File: src/hdl/batt_pct_pkg.sv
// Shared types and constants of the battery ADC to percent block.
`default_nettype none

package batt_pct_pkg;

   localparam int ADC_BITS    = 10;
   localparam int MV_W        = 13;
   localparam int PROD_W      = ADC_BITS + MV_W;
   localparam int PCT_W       = 7;
   localparam int CURVE_POINTS = 11;
   localparam int CURVE_STEP  = 10;
   localparam int SEG_W       = 4;
   localparam int SPAN_W      = 7;
   localparam int CSR_IDX_W   = 2;

   localparam logic [CSR_IDX_W-1:0] REG_FULLSCALE = 2'd0;
   localparam logic [CSR_IDX_W-1:0] REG_CLAMP_MIN = 2'd1;
   localparam logic [CSR_IDX_W-1:0] REG_CLAMP_MAX = 2'd2;

   localparam logic [MV_W-1:0] FULLSCALE_RESET = 13'd6000;
   localparam logic [MV_W-1:0] CLAMP_MIN_RESET = 13'd3300;
   localparam logic [MV_W-1:0] CLAMP_MAX_RESET = 13'd4200;

   localparam logic [PCT_W-1:0] PCT_FULL = 7'd100;

   // discharge curve, one point per 10 percent
   localparam logic [MV_W-1:0] CURVE_MV [CURVE_POINTS] = '{
      13'd3600, 13'd3720, 13'd3750, 13'd3780, 13'd3810, 13'd3840,
      13'd3880, 13'd3950, 13'd4020, 13'd4100, 13'd4180
   };

   typedef struct packed {
      logic              read_ok;
      logic [PROD_W-1:0] prod;
   } entry_type;

   typedef struct packed {
      logic [MV_W-1:0] clamp_min_mv;
      logic [MV_W-1:0] clamp_max_mv;
   } clamp_type;

endpackage

`default_nettype wire

File: src/hdl/batt_pct_req_if.sv
// Sample channel: valid/ready handshake with the two ADC bytes and read status.
`default_nettype none

interface batt_pct_req_if;
   logic       valid;
   logic       ready;
   logic [7:0] adc_high;
   logic [7:0] adc_low;
   logic       read_ok;

   modport source (output valid, adc_high, adc_low, read_ok, input ready);
   modport sink   (input valid, adc_high, adc_low, read_ok, output ready);
endinterface

`default_nettype wire

File: src/hdl/batt_pct_rsp_if.sv
// Result channel: valid/ready handshake with millivolts, percent and error.
`default_nettype none

interface batt_pct_rsp_if;
   logic                             valid;
   logic                             ready;
   logic [batt_pct_pkg::MV_W-1:0]    millivolts;
   logic [batt_pct_pkg::PCT_W-1:0]   percent;
   logic                             error;

   modport source (output valid, millivolts, percent, error, input ready);
   modport sink   (input valid, millivolts, percent, error, output ready);
endinterface

`default_nettype wire

File: src/hdl/batt_pct_front.sv
// Front stage: accepts a sample, builds the raw code and registers raw times full scale.
`default_nettype none

module batt_pct_front (
   input  wire logic                            clock,
   input  wire logic                            reset,
   batt_pct_req_if.sink                         req_ch,
   input  wire logic [batt_pct_pkg::MV_W-1:0]   fullscale_mv,
   output batt_pct_pkg::entry_type              push_data,
   output logic                                 push_valid,
   input  wire logic                            push_ready
);

   logic                                  valid_ff;
   batt_pct_pkg::entry_type               data_ff;
   batt_pct_pkg::entry_type               data_in;
   logic [batt_pct_pkg::ADC_BITS-1:0]     raw;

   assign req_ch.ready = !valid_ff || push_ready;
   assign push_valid   = valid_ff;
   assign push_data    = data_ff;

   always_comb begin
      raw             = {req_ch.adc_high, req_ch.adc_low[1:0]};
      data_in.read_ok = req_ch.read_ok;
      data_in.prod    = {{batt_pct_pkg::MV_W{1'b0}}, raw}
                        * {{batt_pct_pkg::ADC_BITS{1'b0}}, fullscale_mv};
   end

   always_ff @(posedge clock) begin
      if (reset) begin
         valid_ff <= 1'b0;
      end else if (req_ch.ready) begin
         valid_ff <= req_ch.valid;
      end
      if (req_ch.valid && req_ch.ready) begin
         data_ff <= data_in;
      end
   end

endmodule

`default_nettype wire

File: src/hdl/batt_pct_queue.sv
// Short FIFO between the front and back stages.
`default_nettype none

module batt_pct_queue #(
   parameter int DEPTH = 2
) (
   input  wire logic                    clock,
   input  wire logic                    reset,
   input  wire batt_pct_pkg::entry_type push_data,
   input  wire logic                    push_valid,
   output logic                         push_ready,
   output batt_pct_pkg::entry_type      pop_data,
   output logic                         pop_valid,
   input  wire logic                    pop_ready
);

   localparam int PTR_W = $clog2(DEPTH);
   localparam int CNT_W = $clog2(DEPTH + 1);

   batt_pct_pkg::entry_type mem_ff [DEPTH];
   logic [PTR_W-1:0]        wr_ptr_ff;
   logic [PTR_W-1:0]        rd_ptr_ff;
   logic [CNT_W-1:0]        count_ff;
   logic                    do_push;
   logic                    do_pop;

   assign push_ready = (count_ff != CNT_W'(DEPTH));
   assign pop_valid  = (count_ff != '0);
   assign pop_data   = mem_ff[rd_ptr_ff];
   assign do_push    = push_valid && push_ready;
   assign do_pop     = pop_valid && pop_ready;

   always_ff @(posedge clock) begin
      if (reset) begin
         wr_ptr_ff <= '0;
         rd_ptr_ff <= '0;
         count_ff  <= '0;
      end else begin
         if (do_push) begin
            wr_ptr_ff <= (wr_ptr_ff == PTR_W'(DEPTH - 1)) ? '0 : wr_ptr_ff + 1'b1;
         end
         if (do_pop) begin
            rd_ptr_ff <= (rd_ptr_ff == PTR_W'(DEPTH - 1)) ? '0 : rd_ptr_ff + 1'b1;
         end
         if (do_push && !do_pop) begin
            count_ff <= count_ff + 1'b1;
         end else if (do_pop && !do_push) begin
            count_ff <= count_ff - 1'b1;
         end
      end
      if (do_push) begin
         mem_ff[wr_ptr_ff] <= push_data;
      end
   end

endmodule

`default_nettype wire

File: src/hdl/batt_pct_back.sv
// Back stages: clamp and curve segment, then interpolation into the result register.
`default_nettype none

module batt_pct_back (
   input  wire logic                    clock,
   input  wire logic                    reset,
   input  wire batt_pct_pkg::entry_type pop_data,
   input  wire logic                    pop_valid,
   output logic                         pop_ready,
   input  wire batt_pct_pkg::clamp_type clamps,
   batt_pct_rsp_if.source               rsp_ch
);

   localparam int MV_W   = batt_pct_pkg::MV_W;
   localparam int SEG_W  = batt_pct_pkg::SEG_W;
   localparam int SPAN_W = batt_pct_pkg::SPAN_W;
   localparam int PCT_W  = batt_pct_pkg::PCT_W;
   localparam int LHS_W  = SPAN_W + 4;
   localparam int LAST   = batt_pct_pkg::CURVE_POINTS - 1;

   // stage 1 registers
   logic              s1_valid_ff;
   logic              s1_ok_ff;
   logic [MV_W-1:0]   s1_mv_ff;
   logic              s1_below_ff;
   logic              s1_above_ff;
   logic [SEG_W-1:0]  s1_seg_ff;
   logic [SPAN_W-1:0] s1_into_ff;
   logic [SPAN_W-1:0] s1_span_ff;

   // output registers
   logic              out_valid_ff;
   logic [MV_W-1:0]   out_mv_ff;
   logic [PCT_W-1:0]  out_pct_ff;
   logic              out_err_ff;

   logic              adv1;
   logic              adv2;

   logic [MV_W-1:0]   mv_scaled;
   logic [MV_W-1:0]   mv_in;
   logic              below_in;
   logic              above_in;
   logic [SEG_W-1:0]  seg_in;
   logic [SPAN_W-1:0] into_in;
   logic [SPAN_W-1:0] span_in;

   logic [LHS_W-1:0]  lhs;
   logic [SEG_W-1:0]  digit;
   logic [PCT_W-1:0]  pct_in;

   assign adv2      = !out_valid_ff || rsp_ch.ready;
   assign adv1      = !s1_valid_ff || adv2;
   assign pop_ready = adv1;

   // clamp, min first, then find the curve segment
   always_comb begin
      mv_scaled = pop_data.prod[batt_pct_pkg::PROD_W-1:batt_pct_pkg::ADC_BITS];
      if (mv_scaled < clamps.clamp_min_mv) begin
         mv_in = clamps.clamp_min_mv;
      end else if (mv_scaled > clamps.clamp_max_mv) begin
         mv_in = clamps.clamp_max_mv;
      end else begin
         mv_in = mv_scaled;
      end
      below_in = (mv_in <= batt_pct_pkg::CURVE_MV[0]);
      above_in = (mv_in >= batt_pct_pkg::CURVE_MV[LAST]);
      seg_in   = '0;
      for (int k = 1; k < LAST; k++) begin
         if (mv_in >= batt_pct_pkg::CURVE_MV[k]) begin
            seg_in = seg_in + 1'b1;
         end
      end
      into_in = SPAN_W'(mv_in - batt_pct_pkg::CURVE_MV[seg_in]);
      span_in = SPAN_W'(batt_pct_pkg::CURVE_MV[seg_in + 1'b1]
                        - batt_pct_pkg::CURVE_MV[seg_in]);
   end

   // rounded (into*10 + span/2) / span as a count of thresholds passed
   always_comb begin
      lhs = {4'd0, s1_into_ff} * LHS_W'(batt_pct_pkg::CURVE_STEP)
            + {5'd0, s1_span_ff[SPAN_W-1:1]};
      digit = '0;
      for (int j = 1; j <= batt_pct_pkg::CURVE_STEP; j++) begin
         if (lhs >= LHS_W'(j) * {4'd0, s1_span_ff}) begin
            digit = digit + 1'b1;
         end
      end
      if (s1_below_ff) begin
         pct_in = '0;
      end else if (s1_above_ff) begin
         pct_in = batt_pct_pkg::PCT_FULL;
      end else begin
         pct_in = {3'd0, s1_seg_ff} * PCT_W'(batt_pct_pkg::CURVE_STEP) + {3'd0, digit};
      end
   end

   always_ff @(posedge clock) begin
      if (reset) begin
         s1_valid_ff  <= 1'b0;
         out_valid_ff <= 1'b0;
      end else begin
         if (adv1) begin
            s1_valid_ff <= pop_valid;
         end
         if (adv2) begin
            out_valid_ff <= s1_valid_ff;
         end
      end
      if (adv1 && pop_valid) begin
         s1_ok_ff    <= pop_data.read_ok;
         s1_mv_ff    <= mv_in;
         s1_below_ff <= below_in;
         s1_above_ff <= above_in;
         s1_seg_ff   <= seg_in;
         s1_into_ff  <= into_in;
         s1_span_ff  <= span_in;
      end
      if (adv2 && s1_valid_ff) begin
         if (s1_ok_ff) begin
            out_mv_ff  <= s1_mv_ff;
            out_pct_ff <= pct_in;
            out_err_ff <= 1'b0;
         end else begin
            out_mv_ff  <= '0;
            out_pct_ff <= '0;
            out_err_ff <= 1'b1;
         end
      end
   end

   assign rsp_ch.valid      = out_valid_ff;
   assign rsp_ch.millivolts = out_mv_ff;
   assign rsp_ch.percent    = out_pct_ff;
   assign rsp_ch.error      = out_err_ff;

endmodule

`default_nettype wire

File: src/hdl/battery_adc_to_percent.sv
// Path: front register, queue (QUEUE_DEPTH items), stage 1 register, result register.
// Throughput: one sample per cycle while the result side is ready; the front multiply,
//   clamp/segment and interpolation stages hold one item each; all advance independently.
// Reset: synchronous, active high; clears all valid flags and queue pointers and loads
//   the registers with 6000 / 3300 / 4200 mV.
// Top level of the battery ADC to percent fuel gauge.
`default_nettype none

module battery_adc_to_percent #(
   parameter int QUEUE_DEPTH = 2
) (
   input  wire logic                                 clock,
   input  wire logic                                 reset,
   batt_pct_req_if.sink                              req_ch,
   batt_pct_rsp_if.source                            rsp_ch,
   input  wire logic                                 csr_we,
   input  wire logic [batt_pct_pkg::CSR_IDX_W-1:0]   csr_index,
   input  wire logic [batt_pct_pkg::MV_W-1:0]        csr_wdata
);

   logic [batt_pct_pkg::MV_W-1:0] fullscale_ff;
   batt_pct_pkg::clamp_type       clamps_ff;

   batt_pct_pkg::entry_type       push_data;
   logic                          push_valid;
   logic                          push_ready;
   batt_pct_pkg::entry_type       pop_data;
   logic                          pop_valid;
   logic                          pop_ready;

   always_ff @(posedge clock) begin
      if (reset) begin
         fullscale_ff           <= batt_pct_pkg::FULLSCALE_RESET;
         clamps_ff.clamp_min_mv <= batt_pct_pkg::CLAMP_MIN_RESET;
         clamps_ff.clamp_max_mv <= batt_pct_pkg::CLAMP_MAX_RESET;
      end else if (csr_we) begin
         unique case (csr_index)
            batt_pct_pkg::REG_FULLSCALE: fullscale_ff           <= csr_wdata;
            batt_pct_pkg::REG_CLAMP_MIN: clamps_ff.clamp_min_mv <= csr_wdata;
            batt_pct_pkg::REG_CLAMP_MAX: clamps_ff.clamp_max_mv <= csr_wdata;
            default: ;
         endcase
      end
   end

   batt_pct_front u_front (
      .clock        (clock),
      .reset        (reset),
      .req_ch       (req_ch),
      .fullscale_mv (fullscale_ff),
      .push_data    (push_data),
      .push_valid   (push_valid),
      .push_ready   (push_ready)
   );

   batt_pct_queue #(
      .DEPTH (QUEUE_DEPTH)
   ) u_queue (
      .clock      (clock),
      .reset      (reset),
      .push_data  (push_data),
      .push_valid (push_valid),
      .push_ready (push_ready),
      .pop_data   (pop_data),
      .pop_valid  (pop_valid),
      .pop_ready  (pop_ready)
   );

   batt_pct_back u_back (
      .clock     (clock),
      .reset     (reset),
      .pop_data  (pop_data),
      .pop_valid (pop_valid),
      .pop_ready (pop_ready),
      .clamps    (clamps_ff),
      .rsp_ch    (rsp_ch)
   );

   a_err_zero: assert property (@(posedge clock) disable iff (reset)
      rsp_ch.valid && rsp_ch.error |-> rsp_ch.millivolts == '0 && rsp_ch.percent == '0)
      else $error("error item carries nonzero values");

   a_pct_range: assert property (@(posedge clock) disable iff (reset)
      rsp_ch.valid |-> rsp_ch.percent <= batt_pct_pkg::PCT_FULL)
      else $error("percent above full");

   a_curve_low: assert property (@(posedge clock) disable iff (reset)
      rsp_ch.valid && !rsp_ch.error && rsp_ch.millivolts <= batt_pct_pkg::CURVE_MV[0]
      |-> rsp_ch.percent == '0)
      else $error("percent nonzero at bottom of curve");

   a_curve_high: assert property (@(posedge clock) disable iff (reset)
      rsp_ch.valid && !rsp_ch.error
      && rsp_ch.millivolts >= batt_pct_pkg::CURVE_MV[batt_pct_pkg::CURVE_POINTS - 1]
      |-> rsp_ch.percent == batt_pct_pkg::PCT_FULL)
      else $error("percent not full at top of curve");

endmodule

`default_nettype wire

File: src/flat_wrapper.sv
// flat-port wrapper written by rule: the top's interface ports become plain ports
module battery_adc_to_percent_flat 
#(
   parameter int QUEUE_DEPTH = 2
)
  (clock, reset, csr_we, csr_index, csr_wdata, req_ch_valid, req_ch_adc_high, req_ch_adc_low, req_ch_read_ok, req_ch_ready, rsp_ch_valid, rsp_ch_millivolts, rsp_ch_percent, rsp_ch_error, rsp_ch_ready);
  batt_pct_req_if req_ch_i ();
  batt_pct_rsp_if rsp_ch_i ();
  input  wire logic clock;
  input  wire logic reset;
  input  wire logic csr_we;
  input  wire logic [batt_pct_pkg::CSR_IDX_W-1:0] csr_index;
  input  wire logic [batt_pct_pkg::MV_W-1:0] csr_wdata;
  input wire logic [$bits(req_ch_i.valid)-1:0] req_ch_valid;
  input wire logic [$bits(req_ch_i.adc_high)-1:0] req_ch_adc_high;
  input wire logic [$bits(req_ch_i.adc_low)-1:0] req_ch_adc_low;
  input wire logic [$bits(req_ch_i.read_ok)-1:0] req_ch_read_ok;
  output wire logic [$bits(req_ch_i.ready)-1:0] req_ch_ready;
  output wire logic [$bits(rsp_ch_i.valid)-1:0] rsp_ch_valid;
  output wire logic [$bits(rsp_ch_i.millivolts)-1:0] rsp_ch_millivolts;
  output wire logic [$bits(rsp_ch_i.percent)-1:0] rsp_ch_percent;
  output wire logic [$bits(rsp_ch_i.error)-1:0] rsp_ch_error;
  input wire logic [$bits(rsp_ch_i.ready)-1:0] rsp_ch_ready;
  assign req_ch_i.valid = req_ch_valid;
  assign req_ch_i.adc_high = req_ch_adc_high;
  assign req_ch_i.adc_low = req_ch_adc_low;
  assign req_ch_i.read_ok = req_ch_read_ok;
  assign req_ch_ready = req_ch_i.ready;
  assign rsp_ch_valid = rsp_ch_i.valid;
  assign rsp_ch_millivolts = rsp_ch_i.millivolts;
  assign rsp_ch_percent = rsp_ch_i.percent;
  assign rsp_ch_error = rsp_ch_i.error;
  assign rsp_ch_i.ready = rsp_ch_ready;
  battery_adc_to_percent #(.QUEUE_DEPTH(QUEUE_DEPTH)) u_core (.clock(clock), .reset(reset), .req_ch(req_ch_i), .rsp_ch(rsp_ch_i), .csr_we(csr_we), .csr_index(csr_index), .csr_wdata(csr_wdata));
endmodule
File: config.mk
export PLATFORM = sky130hd
export DESIGN_NAME = battery_adc_to_percent_flat
export DESIGN_NICKNAME = d
export VERILOG_FILES = /design/src/hdl/batt_pct_pkg.sv /design/src/hdl/batt_pct_req_if.sv /design/src/hdl/batt_pct_rsp_if.sv /design/src/hdl/batt_pct_front.sv /design/src/hdl/batt_pct_queue.sv /design/src/hdl/batt_pct_back.sv /design/src/hdl/battery_adc_to_percent.sv /design/src/flat_wrapper.sv
export SDC_FILE = /design/constraint.sdc
export NUM_CORES = 1
export LEC_CHECK = 0
export BUFFER_PORTS_ARGS = -buffer_cell sky130_fd_sc_hd__buf_2
export CAP_MARGIN = 20
export CORE_ASPECT_RATIO = 1.1
export CORE_MARGIN = 1.5
export CORE_UTILIZATION = 45
export CTS_BUF_LIST = sky130_fd_sc_hd__clkbuf_4
export DETAILED_ROUTE_END_ITERATION = 12
export PLACE_DENSITY_LB_ADDON = 0.1
export SYNTH_ARGS = -nofsm -noshare
export SYNTH_HDL_FRONTEND = slang
export SYNTH_SLANG_ARGS = --single-unit
File: constraint.sdc
create_clock -name clock -period 9.22 [get_ports clock]
set_input_delay 0.922 -clock clock [delete_from_list [all_inputs] [get_ports clock]]
set_output_delay 0.922 -clock clock [all_outputs]
set_load 0.02 [all_outputs]
# Word level (Yosys, flattened, before mapping)
# Memory sizes are Yosys's and may differ from the RTL's. A register that Yosys moved wholly into a read port is not among the register bits.
# Cells that the tools add are included.
dict set report op_classes {
  n_addsub 26
  eq_ne 3
  bitwise_logic 3
  mul 9
  n_reduce_logical 22
  n_lt_le_gt_ge 25
  n_mux 35
}
# operator count
set ops {}
lappend ops {{$ge A13 B12 Y1 const B} 8}
lappend ops {{$add A4 B1 Y4 const B} 18}
lappend ops {{$mux W4} 17}
lappend ops {{$ge A11 B10 Y1} 4}
lappend ops {{$mux W7} 5}
lappend ops {{$mul A3 B7 Y10 const A} 3}
lappend ops {{$ge A13 B13 Y1 const B} 2}
lappend ops {{$mux W13} 2}
lappend ops {{$mul A10 B13 Y23} 1}
lappend ops {{$ge A11 B11 Y1} 2}
lappend ops {{$ge A11 B9 Y1} 2}
lappend ops {{$mul A2 B7 Y9 const A} 2}
lappend ops {{$sub A7 B7 Y7} 2}
lappend ops {{$gt A13 B13 Y1} 1}
lappend ops {{$le A13 B12 Y1 const B} 1}
lappend ops {{$lt A13 B13 Y1} 1}
lappend ops {{$add A11 B6 Y11} 1}
lappend ops {{$ge A11 B7 Y1} 1}
lappend ops {{$ge A11 B8 Y1} 1}
lappend ops {{$mul A4 B7 Y11 const A} 1}
lappend ops {{$ge A5 B5 Y1 const B} 2}
lappend ops {{$mul A7 B3 Y10 const B} 1}
lappend ops {{$not A4 Y5} 2}
lappend ops {{$mux W1} 9}
lappend ops {{18 further kinds} 34}
dict set report totals {
  mem_count 3
  mem_bits_rw 48
  rom_bits 416
  word_cells 148
  output_inout_bits 23
  input_bits 37
  ff_bits 125
}
# name words width read_ports rd_clocked_by_memory_dff write_ports line_no
set memory_table {}
lappend memory_table {{(name not given)} 16 13 1 0 0 batt_pct_back.sv:76} ;# - batt_pct_pkg::CURVE_MV[seg_in]);
lappend memory_table {{(name not given)} 16 13 1 0 0 batt_pct_back.sv:75} ;# span_in = SPAN_W'(batt_pct_pkg::CURVE_MV[seg_in + 1'b1]
lappend memory_table {u_core.u_queue.mem_ff 2 24 1 1 1 batt_pct_queue.sv:20} ;# batt_pct_pkg::entry_type mem_ff [DEPTH];

# Depth between registers and ports, before layout
dict set report depth {
  depth_word 27
  mapped_depth 53
  mapped_depth_nobuf 46
}

# Cells and area by module
# A second synthesis with hierarchy kept.
dict set report unflattened {
  cells_unflattened 1742
  area_unflattened_um2 17206.5
}
# mod seq_area_each_um2 n_inst cells_per_inst area_per_inst_um2
set modules_own_cells {}
lappend modules_own_cells {batt_pct_back 1631.6 1 964 8639.5}
lappend modules_own_cells {batt_pct_front 740.7 1 522 5032.3}
lappend modules_own_cells {batt_pct_queue 1541.5 1 99 1949.4}
lappend modules_own_cells {battery_adc_to_percent 780.7 1 157 1585.3}

# Worst setup path after synthesis
# Ideal clock, no wire load.
dict set report synth_timing {
  kind {register to register}
  startpoint {register with a tool-made name}
  endpoint {register u_core.u_back.s1_span_ff[6], data pin}
  synth_period_minus_slack_ps 10103
  path_buffers 4
  path_stages_with_launch 49
  setup_ps 260
  arrival_ps 9843
  required_time_ps 8960
  slack_ps -883
  path_cell_list {dfxtp_1 buf_6 clkbuf_1 mux2_2 ha_1 and3_1 nand4_1 a31oi_1 o31a_1 clkbuf_1 nor3_1 a211oi_2 a21oi_1 nor3_1 o21ai_0 nand2_1 inv_1 ha_1 [13 not listed] o31ai_1 inv_1 ha_1 mux2_2 ha_1 mux2_2 ha_1 xnor2_1 mux2i_1 nand2b_1 ha_1 nor2b_1 o21ai_0 nand2b_1 a21o_1 a21oi_1 xor2_1 xnor2_1}
}
# element line_no
set synth_lines {}
lappend synth_lines {{to (signal assigned)} batt_pct_back.sv:117} ;# s1_span_ff <= span_in;
lappend synth_lines {{to (decl)} batt_pct_back.sv:29} ;# logic [SPAN_W-1:0] s1_span_ff;

==> summary.md <==
| Metric | Value |
|---|---|
| Status | finished, final reports clean |
| IO Pins | 60 |
| Non-filler cells, final | 2,210 |
| Hold Violations, Final | 0 |
| Initial Util | 45.8% |
| Predominant post-synthesis flop cell | edfxtp_1 |
| WHS Endpoint | u_core.u_queue.mem_ff[0][17]$_DFFE_PP_ |
| Gpl congestion | 0.886 |
| Vias in the first global route | 11,900 |
| Largest stage delay on the critical path | 400 ps |
| Grt total ovfl | 0 |
| Worst-Margin Slew | 1060 ps |
| Mapped Cells | 1,598 |
| Chip height | 196 µm |
| Via count | 11,700 |
| R2R setup slack | 290 ps |
| Xor-xnor portion of the synthesized cell area | 5.79% |
| Hold depth | 0 |
| Setup crit end kind | register |
| Crit path kind | reg -> reg |
| Most frequent cells in the layout | ha_1 (215), inv_1 (174), nand2_1 (166) |
| Normalized max-slew margin | 29.4% |
| Post-route clock period utilization | 96.8% |
| Initial antenna violation count | 1 |
| Most common cell after layout, fill and taps aside | ha_1 |
| Yosys reg bits | 142 |
| Cell taking the most area after synthesis | ha_1 |
| Worst r2r path cells | 45 |
| Simple-gate share of the synthesized area | 14.8% |
| Yosys cell types | 83 |
| Area growth syn-to-layout | 16.7% |
| CORE AREA | 0.0334 mm² |
| Clock Pin Slew Worst Setup and Hold Paths | 130 ps |
| Fin. max-slew vios | 0 |
| Synth Net Count | 1,967 |
| Synthesis warning total | 0 |
| Cells after DPL | 2,156 |
| Area contributors post-synth | ha_1 (19%), edfxtp_1 (19%), fa_1 (13%) |
| Hold Startpoint | u_core.u_front.push_data[17]$_DFFE_PP_ |
| Startpoint types | register |
| Worst min path class | reg -> reg |
| Pre-antenna DRT Iters | 5 |
| Via density | 5.29 |
| Clk sinks | 142 |
| Worst EP required | 9550 ps |
| RR Endpoint | u_core.u_back.s1_span_ff[6]$_DFFE_PP_ |
| Mux contribution to synthesized area | 3.03% |
| FP Rows | 70 |
| Final #Nets | 2,133 |
| H-tree Lvls | 4 |
| # setup viols final | 0 |
| WP data arrival | 9260 ps |
| Routed len/inst | 16.6 µm |
| Pre-CTS setup slack | -338 ps |
| Starting DRT DRC Count | 585 |
| GRT Util Overall | 22.0% |
| Post-synthesis sequential area ratio | 24.8% |
| Largest net degree at the start of global routing | 48 |
| Main combinational cell family by area after synthesis | adder cells |
| CTS max path bufs | 2 |
| Min Hold Slack | 458 ps |
| Setup WS post-layout | 291 ps |
| Input/output buffers | 53 |
| Die area | 0.0351 mm² |
| Total Routed Length | 36,800 µm |
| Max-cap violation count | 0 |
| Worst-path fanout max | 10 |
| First-pass GRT wire length | 60,400 µm |
| Syn avg cell area | 9.57 µm² |
| Synth async-reset ratio | 0% |
| Worst Skew | 35.2 ps |
| Unrepaired setup endpoints after global routing | yes |
| Fin util | 53.5% |
| Min Clock Period, post-route | 8930 ps |
| Synth Area in Adders | 32.1% |
| CP dominant cell by count | ha_4 |
| Synth top area share | 19.0% |
| CP max stage cell | dfxtp_4 |
| CTS tree | done |
| Peak Freq | 112 MHz |
| Die Span X | 179 µm |
| Post-CTS Hold Buffers | 0 |
| Synth Area in Compound Gates | 13.6% |
| Layout cells sized above 1 | 19.5% |
| # DRC | 0 |
| DP HPWL | 29,500 µm |
| CTS Buf Count | 17 |
| Post-synth EDFFs | 95 |
| Post-Syn Area | 0.0153 mm² |
| Antenna Violating Nets Remaining | 0 |
| Clock root buffer master | clkbuf_4 |
| Clock latency on the worst-skew pair | 580 ps |
worst max-delay path: cells and delay by family, from the launching register on:
family / cells / cell delay (ps)
adder cells (fa/ha/maj): 9 / 2190
AO/OA/AOI/OAI: 10 / 1890
AND/OR/NAND/NOR: 10 / 1380
multiplexers: 4 / 1250
buffers and inverters: 8 / 950
XOR/XNOR: 4 / 600
flip-flops: 1 / 400
logic make-up (layout without fill, tap and decap cells):
family	Yosys count	after routing
compound gates	299	299
xor+xnor	96	96
fa+ha+maj	332	332
buf+inv	229	408
flops	142	142
mux	44	44
other cells	0	1
simple gates	456	456
flip-flops by register name, indices dropped and copies added, names as in the netlist, 2 cells and up, named ones only:
| register | count |
|---|---|
| u_core.u_back.rsp_ch.millivolts | 13 |
| u_core.u_queue.mem_ff | 28 |
| u_core.u_back.s1_span_ff | 6 |
| u_core.u_back.rsp_ch.percent | 7 |
| u_core.u_back.s1_mv_ff | 13 |
| u_core.u_back.s1_into_ff | 6 |
| u_core.u_back.s1_seg_ff | 4 |
| u_core.clamps_ff | 26 |
| u_core.fullscale_ff | 13 |
| u_core.u_queue.count_ff | 2 |
| u_core.u_front.push_data | 14 |
final cells by class:
cell class / instances / area, µm²
fillers: 3055 / 15500
multi-input cells: 1227 / 11200
flip-flops and latches: 142 / 3800
repair buffers: 197 / 1390
inverters: 179 / 672
well taps: 432 / 541
clock buffers: 19 / 143
clock inverters: 13 / 116
diodes: 1 / 2.50
worst max path at each step:
stage / from / to / slack, ps / depth (start not counted)
floorplan: register / u_core.u_back.s1_span_ff[6]$_DFFE_PP_ / 2 / 47
finish: register / u_core.u_back.s1_span_ff[6]$_DFFE_PP_ / 290 / 45
global route: register / u_core.u_back.s1_span_ff[6]$_DFFE_PP_ / -130 / 46
detailed placement: register / u_core.u_back.s1_into_ff[5]$_DFFE_PP_ / -340 / 45
CTS: register / u_core.u_back.s1_into_ff[5]$_DFFE_PP_ / 9 / 43
global placement: register / u_core.u_back.s1_into_ff[5]$_DFFE_PP_ / -250 / 45
through the flow:
step / TNS [ps] / instance area [µm²]
finish: 0 / 17800
CTS: 0 / 17500
global placement: -942 / 17000
global route: -363 / 17800
detailed placement: -1560 / 17000
floorplan: 0 / 15500
metal layers:
metal,GRT usage (%),wire [µm],up-vias
met5,0,0,-
met4,6.48,809,0
met3,2.66,911,45
met2,40.4,19200,177
met1,26.6,15800,5600
li1,-,-,5861
synth_stat cells (14+ instances only):
| cell type | instances |
|---|---|
| nand2b_1 | 14 |
| nand2_1 | 166 |
| xor2_1 | 35 |
| nand3_1 | 16 |
| inv_1 | 177 |
| fa_1 | 100 |
| o21ai_0 | 34 |
| mux2_2 | 18 |
| clkbuf_1 | 39 |
| edfxtp_1 | 95 |
| a21oi_1 | 87 |
| o21a_1 | 30 |
| nor2_1 | 73 |
| dfxtp_1 | 47 |
| a211o_1 | 17 |
| nor3_1 | 27 |
| ha_1 | 232 |
| a21o_1 | 35 |
| mux2i_1 | 26 |
| nor2b_1 | 27 |
| and2_1 | 75 |
| xnor2_1 | 57 |
timing repair:
action	CTS	global route
resized for setup	34	43
gates cloned	0	1
pin swaps	15	36
setup buffers	9	11
setup endpoints to repair	8	12
Power is not shown: default switching activity piles up to over one toggle a cycle in this logic, so the estimate is an artifact.
